File: config.mk
export PLATFORM = sky130hd
export DESIGN_NAME = lzw_ctrl
export DESIGN_NICKNAME = d
export VERILOG_FILES = /design/src/lzw_pkg.sv /design/src/lzw_ctrl.sv
export SDC_FILE = /design/constraint.sdc
export NUM_CORES = 1
export LEC_CHECK = 0
export BUFFER_PORTS_ARGS = -buffer_cell sky130_fd_sc_hd__clkbuf_2
export CAP_MARGIN = 20
export CORE_MARGIN = 5
export CORE_UTILIZATION = 50
export DETAILED_ROUTE_END_ITERATION = 10
export MAX_ROUTING_LAYER = met4
export PLACE_DENSITY = 0.86
export SETUP_SLACK_MARGIN = 0.05
export SLEW_MARGIN = 20
export SYNTH_ARGS = -nofsm -noshare
export SYNTH_HDL_FRONTEND = slang
export SYNTH_SLANG_ARGS = --single-unit
File: constraint.sdc
create_clock -name clk -period 5.9 [get_ports clk]
set_input_delay 0 -clock clk [delete_from_list [all_inputs] [get_ports clk]]
set_output_delay 0 -clock clk [all_outputs]
set_load 0.005 [all_outputs]
File: src/lzw_pkg.sv
// ----------------------------------------------------------------------------
// lzw_pkg
// Shared types and constants for the LZW compressor core.
// ----------------------------------------------------------------------------
package lzw_pkg;

	localparam int unsigned CODE_W     = 12;
	localparam int unsigned SYM_W      = 8;
	localparam int unsigned FIRST_FREE = 256;
	localparam int unsigned TDATA_IN_W = 8;
	localparam int unsigned TDATA_OUT_W = 16;

	typedef enum logic [1:0] {
		ST_IDLE,
		ST_SEARCH,
		ST_PUSH_MISS,
		ST_PUSH_LAST
	} ctrl_state_t;

	typedef struct packed {
		logic              end_flag;
		logic [CODE_W-1:0] code;
	} out_item_t;

	typedef struct packed {
		logic      valid;
		out_item_t item;
	} push_req_t;

endpackage

File: src/lzw_ctrl.sv
// ----------------------------------------------------------------------------
// lzw_ctrl
// Sequencer: prefix state, linear dictionary search with one comparator,
// entry insertion and result requests.
// ----------------------------------------------------------------------------
module lzw_ctrl #(
	parameter int unsigned DEPTH = 4096,
	parameter int unsigned AW    = 12,
	parameter int unsigned KW    = 20,
	parameter int unsigned CNT_W = 13
) (
	input  logic                         clk,
	input  logic                         arst_n,
	input  logic                         in_valid,
	output logic                         in_ready,
	input  logic [lzw_pkg::SYM_W-1:0]    in_sym,
	input  logic                         in_last,
	output logic                         dict_wr_en,
	output logic [AW-1:0]                dict_wr_addr,
	output logic [KW-1:0]                dict_wr_data,
	output logic                         dict_rd_en,
	output logic [AW-1:0]                dict_rd_addr,
	input  logic [KW-1:0]                dict_rd_data,
	output lzw_pkg::push_req_t           push,
	input  logic                         push_ready
);

	localparam logic [CNT_W-1:0] CNT_FIRST = CNT_W'(lzw_pkg::FIRST_FREE);
	localparam logic [CNT_W-1:0] CNT_FULL  = CNT_W'(DEPTH);

	lzw_pkg::ctrl_state_t state_q, state_d;

	logic [AW-1:0]    prefix_q;
	logic             have_q;
	logic [CNT_W-1:0] count_q;
	logic [CNT_W-1:0] idx_q;
	logic             last_q;
	logic [lzw_pkg::SYM_W-1:0] sym_q;
	logic [KW-1:0]    key_q;
	logic [AW-1:0]    emit_q;
	logic             rvalid_s1;
	logic [AW-1:0]    raddr_s1;

	logic             accept;
	logic             match;
	logic             hit;
	logic             miss;
	logic             clear;
	logic [AW-1:0]    sym_ext;
	logic [AW-1:0]    push_src;
	logic [AW+lzw_pkg::CODE_W-1:0] push_wide;

	assign sym_ext      = {{(AW-lzw_pkg::SYM_W){1'b0}}, in_sym};
	assign match        = rvalid_s1 && (dict_rd_data == key_q);
	assign dict_rd_addr = idx_q[AW-1:0];
	assign dict_wr_addr = count_q[AW-1:0];
	assign dict_wr_data = key_q;
	assign push_wide    = {{lzw_pkg::CODE_W{1'b0}}, push_src};

	always_ff @(posedge clk or negedge arst_n) begin
		if (!arst_n) begin
			state_q <= lzw_pkg::ST_IDLE;
		end else begin
			state_q <= state_d;
		end
	end

	always_comb begin
		state_d         = state_q;
		in_ready        = 1'b0;
		accept          = 1'b0;
		hit             = 1'b0;
		miss            = 1'b0;
		clear           = 1'b0;
		dict_rd_en      = 1'b0;
		dict_wr_en      = 1'b0;
		push_src        = emit_q;
		push.valid      = 1'b0;
		push.item.end_flag = 1'b0;
		case (state_q)
			lzw_pkg::ST_IDLE: begin
				in_ready = 1'b1;
				if (in_valid) begin
					accept = 1'b1;
					if (have_q) begin
						state_d = lzw_pkg::ST_SEARCH;
					end else if (in_last) begin
						state_d = lzw_pkg::ST_PUSH_LAST;
					end
				end
			end
			lzw_pkg::ST_SEARCH: begin
				if (match) begin
					hit     = 1'b1;
					state_d = last_q ? lzw_pkg::ST_PUSH_LAST : lzw_pkg::ST_IDLE;
				end else if (idx_q < count_q) begin
					dict_rd_en = 1'b1;
				end else begin
					miss       = 1'b1;
					dict_wr_en = (count_q < CNT_FULL);
					state_d    = lzw_pkg::ST_PUSH_MISS;
				end
			end
			lzw_pkg::ST_PUSH_MISS: begin
				push.valid = 1'b1;
				if (push_ready) begin
					state_d = last_q ? lzw_pkg::ST_PUSH_LAST : lzw_pkg::ST_IDLE;
				end
			end
			lzw_pkg::ST_PUSH_LAST: begin
				push.valid         = 1'b1;
				push.item.end_flag = 1'b1;
				push_src           = prefix_q;
				if (push_ready) begin
					clear   = 1'b1;
					state_d = lzw_pkg::ST_IDLE;
				end
			end
			default: begin
				state_d = lzw_pkg::ST_IDLE;
			end
		endcase
		push.item.code = push_wide[lzw_pkg::CODE_W-1:0];
	end

	always_ff @(posedge clk or negedge arst_n) begin
		if (!arst_n) begin
			have_q    <= 1'b0;
			prefix_q  <= '0;
			count_q   <= CNT_FIRST;
			rvalid_s1 <= 1'b0;
		end else begin
			rvalid_s1 <= dict_rd_en;
			if (accept && !have_q) begin
				prefix_q <= sym_ext;
				have_q   <= 1'b1;
			end
			if (hit) begin
				prefix_q <= raddr_s1;
			end
			if (miss) begin
				prefix_q <= {{(AW-lzw_pkg::SYM_W){1'b0}}, sym_q};
			end
			if (dict_wr_en) begin
				count_q <= count_q + CNT_W'(1);
			end
			if (clear) begin
				have_q   <= 1'b0;
				prefix_q <= '0;
				count_q  <= CNT_FIRST;
			end
		end
	end

	always_ff @(posedge clk) begin
		if (accept) begin
			sym_q  <= in_sym;
			last_q <= in_last;
			key_q  <= {prefix_q, in_sym};
			idx_q  <= CNT_FIRST;
		end else if (dict_rd_en) begin
			idx_q <= idx_q + CNT_W'(1);
		end
		if (dict_rd_en) begin
			raddr_s1 <= idx_q[AW-1:0];
		end
		if (miss) begin
			emit_q <= prefix_q;
		end
	end

endmodule

==> flow_summary.yaml <==
run_status:
  outcome: "finished, final reports clean"
finish:
  nets: 510
  syn2layout_area_growth_pct: 15.4
  stdcell_count: 576
  fin_area_mm2: 0.00510
  num_antenna_cells: 0
  drive_gt1_frac: 0.286
clock_tree:
  htreeDepth: 3
  cts.sinks: 87
  cts_tree: "done"
  cts_hold_buf: 10
  cts.repair.resized: 0
  cts_root_buf: "clkbuf_8"
  clock_latency_ns: 0.36
  numCtsBuffers: 9
  cts_setup_buffers: 0
  clk_pin_slew_ns: 0.09
  cts_buffer_depth: 2
placed_design:
  gp_congestion: 0.911
  dp.cells: 550
  pre_cts_slack_ns: 2.78
  postPlaceCellArea_mm2: 0.00480
  port_buffers: 93
  hpwl_mm: 7.77
min_path:
  hold_path.class: "in2reg"
sta:
  max_freq_mhz: 320
  timing.final.max_slew_violations: 0
  period_needed_ns: 3.13
  max_slew_margin: 0.369
  tightest_slew_ns: 0.945
  finalHoldViolations: 0
  rsz0062_at_grt: "false"
  timing.final.crit_share: 0.530
  setup_viol: 0
  layout_setup_ws_ns: 2.77
  fin_setup_tns_ns: 0
  finClkSkew_ns: 0.00881
synth:
  synthArstFlopShare: 0.333
  syn_avg_cell_area_um2: 11.5
  syn-num-nets: 432
  syn_inst: 385
  yosysSeqAreaShare: 0.529
  synthDistinctLibCells: 50
  synth_warnings: 0
  ys_seq_elements: 87
  synthFlopType: "edfxtp_1"
  syn_area_mm2: 0.00442
  synth_edf_count: 45
floorplan:
  start_util: 0.509
  die_y_um: 104
  row_count: 34
  pin_count: 94
  fp.dieW_um: 104
  dieArea_mm2: 0.0108
  coreArea_mm2: 0.00868
drt:
  vias: 3470
  ant_nets: 0
  first_pass_iters: 5
  wirelength_mm: 10.7
  vias_per_cell: 6.02
  routedWlPerCell_um: 18.6
  drc_errors: 0
  first_iter_violations: 248
critical_path:
  worstPathArrival_ns: 3.37
  cp-start-kind: "flop"
  critPathCaptureType: "flop"
  critPathRequiredTime_ns: 6.14
  critPathKind: "reg2reg"
  cp_max_fo: 29
global_routing:
  overflow: 0
  grt-busiest-layer: "met2"
  grt_pass1_vias: 3397
  antenna_found_initial: 0
  gr-usage-all-layers: 0.204
  grt_pass1_wl_mm: 17.4
  grt_max_degree: 30
  grt_use_met3: 0.0447
  met1_usage: 0.263
  met2_usage: 0.321
power_and_ir_drop:
  ir_drop_v: 0.000224
  p_per_area_mw_per_mm2: 416
  p_leak_nw: 2.18
flow_run:
  maxCapViolations: 0
## area by class of cell
cell class | instances | area (um^2)
fillers | 713 | 3580
flip-flops and latches | 87 | 2340
multi-input cells | 245 | 1770
repair buffers | 105 | 601
well taps | 108 | 135
clock buffers | 9 | 124
clock inverters | 7 | 80.1
inverters | 15 | 56.3
## power breakdown
group	total [mW]	internal, mW	switching, mW	leakage [nW]
clock network	0.428	0.202	0.226	0.102
registers	0.919	0.807	0.112	0.906
logic	0.777	0.283	0.493	1.17
total	2.12	1.29	0.832	2.18
## sequential cells by signal, summed over array words and instances (netlist names)
register and count:
idx_q 13, raddr_s1 12, state_q 2, count_q 13
rvalid_s1 1, last_q 1, have_q 1, sym_q 7
emit_q 12, prefix_q 12, dict_wr_data 13
## cells by family after synthesis
kind of cell	after synthesis	synth area share
and+or+nand+nor	119	0.149
AOI/OAI and AO/OA	67	0.112
buffers and inverters	53	0.0716
DFF	87	0.529
adders and majority gates	14	0.0396
muxes	24	0.0577
xor gates and xnor gates	21	0.0416
## cells in the final DEF, fill, tap and decap left out, drive strengths merged, types with 4 or more instances in the layout
master and count:
nor3 10, mux2i 12, o31ai 11, and3 10, nor2 16, xor2 20
dfxtp 13, dfrtp 28, dlygate4sd3 10, a22o 12, a21oi 19, o21ai 4
ha 14, or4 9, nand3 17, nand4 9, nor4 11, a221o 10
clkbuf 102, inv 18, edfxtp 45, nand2 28, mux2 12
## synthesized netlist by cell type (2+ instances only)
cell / instances / area (um^2)
a21o_1: 3 / 22.5
a21oi_1: 17 / 85.1
a21oi_2: 2 / 17.5
a221o_1: 10 / 100
a22o_1: 12 / 105
and2_1: 2 / 12.5
and3_1: 10 / 62.6
buf_1: 2 / 7.51
buf_2: 4 / 20.0
buf_4: 26 / 195
buf_6: 2 / 22.5
clkbuf_1: 4 / 15.0
dfrtp_1: 28 / 701
dfxtp_1: 13 / 260
edfxtp_1: 45 / 1350
ha_1: 14 / 175
inv_1: 15 / 56.3
mux2_2: 12 / 135
mux2i_1: 12 / 120
nand2_1: 28 / 105
nand3_1: 16 / 80.1
nand4_1: 8 / 50.1
nor2_1: 15 / 56.3
nor3_1: 8 / 40.0
nor3_2: 2 / 20.0
nor4_1: 10 / 62.6
o21ai_0: 3 / 15.0
o31ai_1: 11 / 82.6
or3_1: 3 / 18.8
or4_1: 9 / 67.6
xor2_1: 20 / 175
## metal layers
| layer | routed length, um | part of all wire |
|---|---|---|
| met1 | 4500 | 0.42 |
| met2 | 5140 | 0.48 |
| met3 | 838 | 0.078 |
| met4 | 216 | 0.020 |
| met5 | 0 | 0 |
## critical path, cell delays in order, from the launching register on
cell      delay, ns
edfxtp_1       0.45
xor2_1         0.19
nor4_1         0.44
and4_4         0.35
a21o_1         0.72
nor2_2         0.39
a221o_1        0.46
## stage by stage
| step | hold WS [ns] | utilization | total power, mW |
|---|---|---|---|
| 4_1_cts | 0.0424 | 0.588 | 2.13 |
| 3_3_place_gp | 0.124 | 0.549 | 1.65 |
| 2_1_floorplan | -0.296 | - | 1.50 |
| 6_report | 0.0576 | 0.588 | 2.12 |
| 5_1_grt | 0.0631 | 0.588 | 2.26 |
| 3_5_place_dp | 0.135 | 0.553 | 1.70 |
## worst paths after layout
path                              from           to  slack, ns  cells past startpoint
max in group asynchronous       arst_n  prefix_q[8]       5.15                      2
setup reg to reg              sym_q[1]  prefix_q[4]       2.77                      6
hold reg to reg            raddr_s1[9]  prefix_q[9]       0.49                      1
hold / removal              push_ready   state_q[1]       0.06                      3
min in group asynchronous       arst_n   count_q[2]       0.24                      2
setup / recovery              sym_q[1]  prefix_q[4]       2.77                      6
No activity file was read; power rests on OpenSTA's default activity.
