File: src/lzw_pkg.sv
// ----------------------------------------------------------------------------
// lzw_pkg
// Shared types and constants for the LZW compressor core.
// ----------------------------------------------------------------------------
package lzw_pkg;

	localparam int unsigned CODE_W     = 12;
	localparam int unsigned SYM_W      = 8;
	localparam int unsigned FIRST_FREE = 256;
	localparam int unsigned TDATA_IN_W = 8;
	localparam int unsigned TDATA_OUT_W = 16;

	typedef enum logic [1:0] {
		ST_IDLE,
		ST_SEARCH,
		ST_PUSH_MISS,
		ST_PUSH_LAST
	} ctrl_state_t;

	typedef struct packed {
		logic              end_flag;
		logic [CODE_W-1:0] code;
	} out_item_t;

	typedef struct packed {
		logic      valid;
		out_item_t item;
	} push_req_t;

endpackage

File: src/lzw_outq.sv
// ----------------------------------------------------------------------------
// lzw_outq
// Two-entry result queue between the sequencer and the output stream.
// ----------------------------------------------------------------------------
module lzw_outq (
	input  logic                clk,
	input  logic                arst_n,
	input  lzw_pkg::push_req_t  push,
	output logic                push_ready,
	output logic                out_valid,
	input  logic                out_ready,
	output lzw_pkg::out_item_t  out_item
);

	lzw_pkg::out_item_t entries_q [2];
	logic       wr_ptr_q;
	logic       rd_ptr_q;
	logic [1:0] fill_q;
	logic       do_push;
	logic       do_pop;

	assign push_ready = (fill_q != 2'd2);
	assign out_valid  = (fill_q != 2'd0);
	assign out_item   = entries_q[rd_ptr_q];
	assign do_push    = push.valid && push_ready;
	assign do_pop     = out_valid && out_ready;

	always_ff @(posedge clk) begin
		if (do_push) begin
			entries_q[wr_ptr_q] <= push.item;
		end
	end

	always_ff @(posedge clk or negedge arst_n) begin
		if (!arst_n) begin
			wr_ptr_q <= 1'b0;
			rd_ptr_q <= 1'b0;
			fill_q   <= 2'd0;
		end else begin
			if (do_push) begin
				wr_ptr_q <= ~wr_ptr_q;
			end
			if (do_pop) begin
				rd_ptr_q <= ~rd_ptr_q;
			end
			case ({do_push, do_pop})
				2'b10:   fill_q <= fill_q + 2'd1;
				2'b01:   fill_q <= fill_q - 2'd1;
				default: fill_q <= fill_q;
			endcase
		end
	end

endmodule

File: config.mk
export PLATFORM = sky130hd
export DESIGN_NAME = lzw_outq
export DESIGN_NICKNAME = d
export VERILOG_FILES = /design/src/lzw_pkg.sv /design/src/lzw_outq.sv
export SDC_FILE = /design/constraint.sdc
export NUM_CORES = 1
export LEC_CHECK = 0
export BUFFER_PORTS_ARGS = -buffer_cell sky130_fd_sc_hd__buf_4
export CAP_MARGIN = 20
export CORE_MARGIN = 5
export CORE_UTILIZATION = 53
export CTS_CLUSTER_SIZE = 10
export DETAILED_ROUTE_END_ITERATION = 6
export PLACE_DENSITY = 0.86
export SYNTH_ARGS = -nofsm -noshare
export SYNTH_HDL_FRONTEND = slang
export SYNTH_SLANG_ARGS = --single-unit
File: constraint.sdc
create_clock -name clk -period 4.6 [get_ports clk]
set_clock_uncertainty 0.15 [all_clocks]
set_input_delay 0.92 -clock clk [delete_from_list [all_inputs] [get_ports clk]]
set_output_delay 0.92 -clock clk [all_outputs]
set_load 0.005 [all_outputs]
==> impl_metrics.ini, run 1 <==
[status]
status = complete, no violations

[cells_and_area]
syn_to_final_growth_pct = 28.2
diodes = 0
fin_area_um2 = 1450
fillers = 142
multi_input_area_um2 = 241
drive_above_1_share_pct = 54.7
finalCoreUtilization_pct = 72.4
seq_area_um2 = 881
finalNonFillerCells = 122
final_nets = 112

[routing]
drt_first_pass_iters = 4
drt-initial-drc-count = 8
via_per_inst = 4.97
wl_per_cell_um = 14.9
antenna_left = 0
wl_mm = 1.81
drc = 0
via_count = 606

[sta]
final.min_clock_period_ns = 2.64
hold_viol = 0
setup_tns_ns = 0
max_freq_mhz = 379
rsz0062_at_grt = false
setup_violations = 0
slew_viol_final = 0
finalCritPeriodShare_pct = 57.4
tightestPinTransition_ns = 1.03
whs_ns = 0.231
slew_headroom_pct = 31.0

[power]
cellLeakagePower_nw = 0.567
p_per_area_nw_per_um2 = 587
peakVddDrop_mv = 0.396

[placement]
io_buffers = 31
placed_area_um2 = 1390
routabilityCongestion = 0.647
dp_hpwl_mm = 1.31
dpl.cell_count = 114

[clock_network]
clkLatencyLatePin_ns = 0.31
cts_tree = done
cts.repair.resized = 0
cts_buffer_depth = 2
root_buffer = clkbuf_4
cts.htree.levels = 2
cts_made_buffers = 5
postCtsHoldBufs = 0
cts_setup_buffers = 0
clock_sinks = 30
clkTransAtPathRegs_ns = 0.09

[die]
coreArea_um2 = 2000
initial_core_util_pct = 56.4
die_width_um = 56.2
io_pins = 32
die_y_um = 56.2
rows = 16
die_area_um2 = 3160

[global_routing]
grt_overflow_total = 0
grt_pass1_vias = 693
grt_max_degree = 15
grt_pass1_wl_mm = 3.07
grtUsageTotal_pct = 13.3
antenna_found_initial = 0

[critical_path]
cp-end-kind = primary output
reg2reg_depth = 3
critPathRequiredTime_ns = 3.53
cp_max_fo = 14
regToRegEndpoint = entries_q[0][7]
crit_type = reg -> out
critPathTopFamily = flip-flops
worst_path_largest_cell_delay_ns = 0.72
ff2ff_setup_slack_ns = 2.58
crit_chain = mux2_2 -> buf_4
worstPathArrival_ns = 1.57
slowest_stage = dfrtp_1
start_kind = register
reg2reg_from = fill_q[0]
crit_buf_inv = 1

[synthesis]
synth_warnings = 0
synth_cell_types = 13
syn_area_per_cell_um2 = 19.8
ys_ff_latch = 30
syn_inst = 57
synth_fp_nets = 75
netlist_area_um2 = 1130
synth-seq-area-share_pct = 78.0

[job]
maxCapViolCount = 0

[hold_path]
hold_class = in -> async
==> layout by cell type (no fill, tap or decap), drive strengths merged <==
cell type and count:
buf 31, nand2b 1, nand2 1, mux2 13
clkbuf 7, edfxtp 26, or2 1, and2 1
xnor2 3, xor2 2, clkinv 1, and3 1
dfrtp 4, nor2 2, ha 1
==> worst reg2reg max path, delay by kind of cell, from the launching register on <==
kind | cells | cell delay, ns
DFF | 1 | 0.43
and+or+nand+nor | 3 | 1.07
==> state kept, by name, summed over array words and instances, names as in the netlist <==
name       cells
fill_q         2
wr_ptr_q       1
entries_q     26
rd_ptr_q       1
==> cell type report <==
cell class                 count  area share [%]
clock inverter                 1           0.345
tap                           27            2.33
timing repair buffer          31            16.1
sequential                    30            60.8
multi-input combinational     26            16.7
clock buffer                   7            3.80
==> metrics by stage <==
stage	total power, mW	setup WS [ns]
final	0.850	1.96
after global routing	0.908	1.84
after CTS	0.862	1.94
after detailed placement	0.706	2.15
after global placement	0.697	2.18
after floorplan	0.575	2.48
==> Yosys cell counts <==
master,instances,area [um2]
and2_4,1,8.76
and3_1,1,6.26
buf_4,1,7.51
dfrtp_1,4,100
edfxtp_1,26,781
ha_1,1,12.5
mux2_2,13,146
nand2_1,1,3.75
nand2b_1,1,6.26
nor2_1,2,7.51
or2_1,1,6.26
xnor2_1,3,26.3
xor2_1,2,17.5
==> worst max-delay path by stage <==
stage                        start              end  slack [ns]  cells after the start
after floorplan           push[13]  entries_q[0][0]        2.48                      2
after global placement    push[13]  entries_q[0][0]        2.18                      3
after detailed placement  push[13]  entries_q[0][7]        2.15                      3
after CTS                 rd_ptr_q     out_item[10]        1.94                      2
after global routing      rd_ptr_q      out_item[6]        1.84                      2
final                     rd_ptr_q      out_item[6]        1.96                      2
==> where the power goes <==
group	total, mW	switching (mW)	internal (mW)	leakage (nW)
registers	0.426	0.0481	0.378	0.288
logic	0.269	0.103	0.166	0.244
clock network	0.155	0.0814	0.0740	0.0353
total	0.850	0.233	0.618	0.567
==> routing by layer <==
layer | part of all wire [%] | track usage (%)
met1 | 39 | 14.3
met2 | 53 | 22.5
met3 | 7.0 | 6.50
met4 | 0.72 | 5.08
met5 | 0 | 0
==> cells by family (layout without fill, tap and decap cells) <==
group / after synthesis / in the layout / share of synthesized area, %
adders and majority gates: 1 / 1 / 1.11
and+or+nand+nor: 7 / 7 / 3.43
buffers and inverters: 1 / 39 / 0.665
xor gates and xnor gates: 5 / 5 / 3.88
muxes: 13 / 13 / 13.0
DFF: 30 / 30 / 78.0
(Power assumes the default switching activity.)
==> inputs of run 2 (changes only) <==
--- a/config.mk
+++ b/config.mk
@@ -8,10 +8,10 @@
 export BUFFER_PORTS_ARGS = -buffer_cell sky130_fd_sc_hd__buf_4
 export CAP_MARGIN = 20
 export CORE_MARGIN = 5
-export CORE_UTILIZATION = 53
+export CORE_UTILIZATION = 49
 export CTS_CLUSTER_SIZE = 10
 export DETAILED_ROUTE_END_ITERATION = 6
-export PLACE_DENSITY = 0.86
+export PLACE_DENSITY = 0.81
 export SYNTH_ARGS = -nofsm -noshare
 export SYNTH_HDL_FRONTEND = slang
 export SYNTH_SLANG_ARGS = --single-unit
==> constraint.sdc (replaced) <==
create_clock -name clk -period 2.6 [get_ports clk]
set_clock_uncertainty 0.15 [all_clocks]
set_input_delay 0.52 -clock clk [delete_from_list [all_inputs] [get_ports clk]]
set_output_delay 0.52 -clock clk [all_outputs]
set_load 0.005 [all_outputs]
==> run 2 against run 1 <==
Against the previous run:
- combinational power rose by 81%
- largest power group unchanged
- clock power is 59% higher
- first-iteration DRC count increased by 110%
- core utilization down 6.5 points
- critical endpoint is now out_item[10]
- final area rose by 0.60%
- via count rose by 1.2%
- count of clock-buffer cells in the layout down 1
- cell count grew 2.5%
==> impl_metrics.ini, run 2 (synthesis gave the netlist of run 1 again) <==
[status]
status = complete, no violations

[critical_path]
cp_max_fo = 14
critPathRequiredTime_ns = 1.93
crit_chain = mux2_2 -> buf_4
start_kind = register
cp-end-kind = primary output
crit_type = reg -> out
worstPathArrival_ns = 1.60
worst_path_largest_cell_delay_ns = 0.73
slowest_stage = dfrtp_1

[die]
die_area_um2 = 3370
io_pins = 32
initial_core_util_pct = 51.1
die_width_um = 58.0
die_y_um = 58.0
rows = 17
coreArea_um2 = 2210

[global_routing]
grtUsageTotal_pct = 13.1
grt_max_degree = 15
grt_pass1_wl_mm = 3.08
grt_pass1_vias = 658
grt_overflow_total = 0
antenna_found_initial = 0

[cells_and_area]
fillers = 166
drive_above_1_share_pct = 53.6
syn_to_final_growth_pct = 29.0
largest_register = entries_q
final_nets = 114
diodes = 0
largest_reg_flops = 26
finalCoreUtilization_pct = 65.9
top_regs = entries_q: 26 flops, fill_q: 2 flops
final_common_cell = buf_4
final_cell_mix = buf_4, edfxtp_1, mux2_2

[placement]
place_ws_ns = 0.678
routabilityCongestion = 0.688
io_buffers = 31
dp_hpwl_mm = 1.36

[sta]
finalCritPeriodShare_pct = 87.2
hold_viol = 0
setup_tns_ns = 0
rsz0062_at_grt = false
slew_viol_final = 0
max_freq_mhz = 441
setup_slack_ns = 0.334
setup_violations = 0
final.min_clock_period_ns = 2.27
slew_headroom_pct = 60.5
tightestPinTransition_ns = 0.593

[routing]
wl_mm = 1.91
drt-initial-drc-count = 17
drt_first_pass_iters = 3
antenna_left = 0
drc = 0
via_per_inst = 4.90
wl_per_cell_um = 15.2
via_count = 613

[clock_network]
cts_buffer_depth = 2
root_buffer = clkbuf_4
clkTransAtPathRegs_ns = 0.09
cts.repair.resized = 0
cts_tree = done
clock_sinks = 30
cts.htree.levels = 2
cts_made_buffers = 5
clkLatencyLatePin_ns = 0.32

[power]
finalPower_mw = 1.49
p_per_area_nw_per_um2 = 1020
peakVddDrop_mv = 0.648
cellLeakagePower_nw = 0.571

[job]
maxCapViolCount = 0

[hold_path]
hold_class = in -> reg
## run 2: report_power, final
group | switching, mW | internal [mW]
logic | 0.186 | 0.302
registers | 0.0871 | 0.667
clock network | 0.146 | 0.101
total | 0.419 | 1.07
## run 2: what timing repair did
| item | 4_1_cts | 5_1_grt |
|---|---|---|
| endpoints found under the hold margin | 4 | 0 |
| hold buffers | 1 | 0 |
| buffers inserted | 0 | 0 |
## run 2: per-stage QoR
| stage | std cells | hold WS (ns) | area [um2] |
|---|---|---|---|
| 3_3_place_gp | 116 | 0.169 | 1400 |
| 5_1_grt | 125 | 0.195 | 1460 |
| 3_5_place_dp | 116 | 0.171 | 1400 |
| 4_1_cts | 125 | 0.216 | 1460 |
| 2_1_floorplan | 57 | 0.0744 | 1130 |
| 6_report | 125 | 0.226 | 1460 |
## run 2: routing by layer
layer  track usage, %  part of all wire, %  vias to the layer above
met5                0                    0                        -
met4             6.95                  2.4                        0
met3             7.35                  8.1                        6
met2             22.4                   53                       24
met1             12.4                   37                      290
li1                 -                    -                      293
## run 2: cell type report
cell class                 count  area (um2)  share of cell area [%]
timing repair buffer          33         250                    17.2
clock buffer                   6        41.3                    2.83
tap                           28        35.0                    2.40
sequential                    30         881                    60.4
clock inverter                 2        8.76                   0.601
multi-input combinational     26         241                    16.6
## run 2: path summary, 6_finish.rpt
| kind | startpoint | to | slack [ns] | cells past startpoint |
|---|---|---|---|---|
| worst max-delay path | rd_ptr_q | out_item[10] | 0.33 | 2 |
| worst min-delay path | push[4] | entries_q[0][4] | 0.23 | 1 |
| worst max register to register | fill_q[0] | fill_q[1] | 0.93 | 5 |
| worst min register to register | fill_q[1] | fill_q[1] | 0.36 | 1 |
| max in group asynchronous | arst_n | wr_ptr_q | 1.81 | 2 |
| min in group asynchronous | arst_n | rd_ptr_q | 0.39 | 2 |
## run 2: critical path: cells and delay by family, from the launching register on
kind	cells	cell delay (ns)
flip-flops	1	0.73
multiplexers	1	0.41
buffers and inverters	1	0.14
==> inputs of run 3 (changes only) <==
--- a/config.mk
+++ b/config.mk
@@ -8,10 +8,10 @@
 export BUFFER_PORTS_ARGS = -buffer_cell sky130_fd_sc_hd__buf_4
 export CAP_MARGIN = 20
 export CORE_MARGIN = 5
-export CORE_UTILIZATION = 49
+export CORE_UTILIZATION = 40
 export CTS_CLUSTER_SIZE = 10
 export DETAILED_ROUTE_END_ITERATION = 6
-export PLACE_DENSITY = 0.81
+export PLACE_DENSITY = 0.69
 export SYNTH_ARGS = -nofsm -noshare
 export SYNTH_HDL_FRONTEND = slang
 export SYNTH_SLANG_ARGS = --single-unit
==> run 3 against run 2 <==
Against the previous run:
- sequential power barely moved
- global-route usage shrank 1.8 points
- core utilization is 11 points lower
- final area increased by 2.5%
- first-iteration DRC count decreased by 65%
==> impl_metrics.ini, run 3 (synthesis gave the netlist of run 1 again) <==
[routing]
via_per_inst = 4.76
antenna_left = 0
wl_met3_um = 159
wl_met1_um = 782
via_count = 614
drc = 0
topRoutingLayerUsed = met4
drt_first_pass_iters = 3
wl_mm = 1.97
drt-initial-drc-count = 6
wl_met2_um = 980
wl_per_cell_um = 15.2

[cells_and_area]
final_nets = 115
multi_input_area_um2 = 241
seq_area_um2 = 881
fin_area_um2 = 1490
diodes = 0
largest_register = entries_q
syn_to_final_growth_pct = 32.2
fillers = 229
top_regs = entries_q: 26 flops, fill_q: 2 flops
final_cell_mix = buf_4, edfxtp_1, mux2_2
largest_reg_flops = 26
final_common_cell = buf_4
drive_above_1_share_pct = 54.1

[critical_path]
crit_type = reg -> out
cp-end-kind = primary output
critPathRequiredTime_ns = 1.93
cp_max_fo = 14
worstPathArrival_ns = 1.60
start_kind = register
ff2ff_setup_slack_ns = 0.92

[die]
coreArea_um2 = 2730
die_area_um2 = 3990
initial_core_util_pct = 41.3
rows = 19
die_width_um = 63.1
io_pins = 32
die_y_um = 63.1

[clock_network]
clkLatencyLatePin_ns = 0.32
root_buffer = clkbuf_4
clock_sinks = 30
clkTransAtPathRegs_ns = 0.09
cts.htree.levels = 2
cts_made_buffers = 5
cts_tree = done
cts_buffer_depth = 2
cts_setup_buffers = 0

[power]
peakVddDrop_mv = 0.712
cellLeakagePower_nw = 0.586
p_per_area_nw_per_um2 = 1070

[placement]
dp_hpwl_mm = 1.40
io_buffers = 31
placed_area_um2 = 1410
routabilityCongestion = 0.665

[job]
maxCapViolCount = 0

[global_routing]
grt_pass1_vias = 700
grt_overflow_total = 0
grtUsageTotal_pct = 11.3
antenna_found_initial = 0
grt_max_degree = 15
grt_pass1_wl_mm = 3.28

[sta]
slew_headroom_pct = 58.2
finalCritPeriodShare_pct = 87.5
rsz0062_at_grt = false
setup_tns_ns = 0
setup_violations = 0
tightestPinTransition_ns = 0.627
max_freq_mhz = 440
final.min_clock_period_ns = 2.27
slew_viol_final = 0
hold_viol = 0

[hold_path]
hold_class = in -> reg

[status]
status = complete, no violations
run 3: metrics by stage:
stage          hold slack, ns  cells  power, mW  util [%]  setup WS, ns
2_1_floorplan          0.0744     57       1.02         -         0.841
3_3_place_gp            0.169    120       1.25      51.5         0.671
3_5_place_dp            0.171    120       1.27      51.5         0.676
4_1_cts                 0.208    129       1.63      54.6         0.290
5_1_grt                 0.193    129       1.70      54.6         0.219
6_report                0.226    129       1.60      54.6         0.326
run 3: power by group:
part           internal [mW]  switching (mW)
combinational          0.308           0.187
sequential             0.667          0.0864
clock                  0.204           0.147
run 3: area by class of cell:
class                      count  area share [%]
multi-input combinational     26            16.2
clock inverter                 1            2.01
timing repair buffer          34            17.3
sequential                    30            59.0
clock buffer                   7            3.02
tap                           31            2.60
run 3: worst max-delay path, stage by stage, from the launching register on:
cell     delay, ns
dfrtp_1       0.74
mux2_2        0.41
buf_4         0.14
run 3: final timing paths:
kind	end	cells after the start	startpoint
max reg2reg	entries_q[1][11]	2	fill_q[0]
min in group asynchronous	fill_q[0]	2	arst_n
min reg2reg	fill_q[1]	1	fill_q[1]
max	out_item[2]	2	rd_ptr_q
max in group asynchronous	rd_ptr_q	2	arst_n
min	entries_q[1][9]	1	push[9]
run 3: per-layer routing:
layer  vias up  track usage, %
met2        24            18.7
li1        293               -
met3         6            6.57
met1       291            10.9
met4         0            6.37
met5         -               0
run 3: repair_timing:
item | in CTS | in global routing
endpoints found under the hold margin | 4 | 0
hold buffers | 1 | 0
gates resized for setup | 0 | 0
setup endpoints to repair | 0 | 0
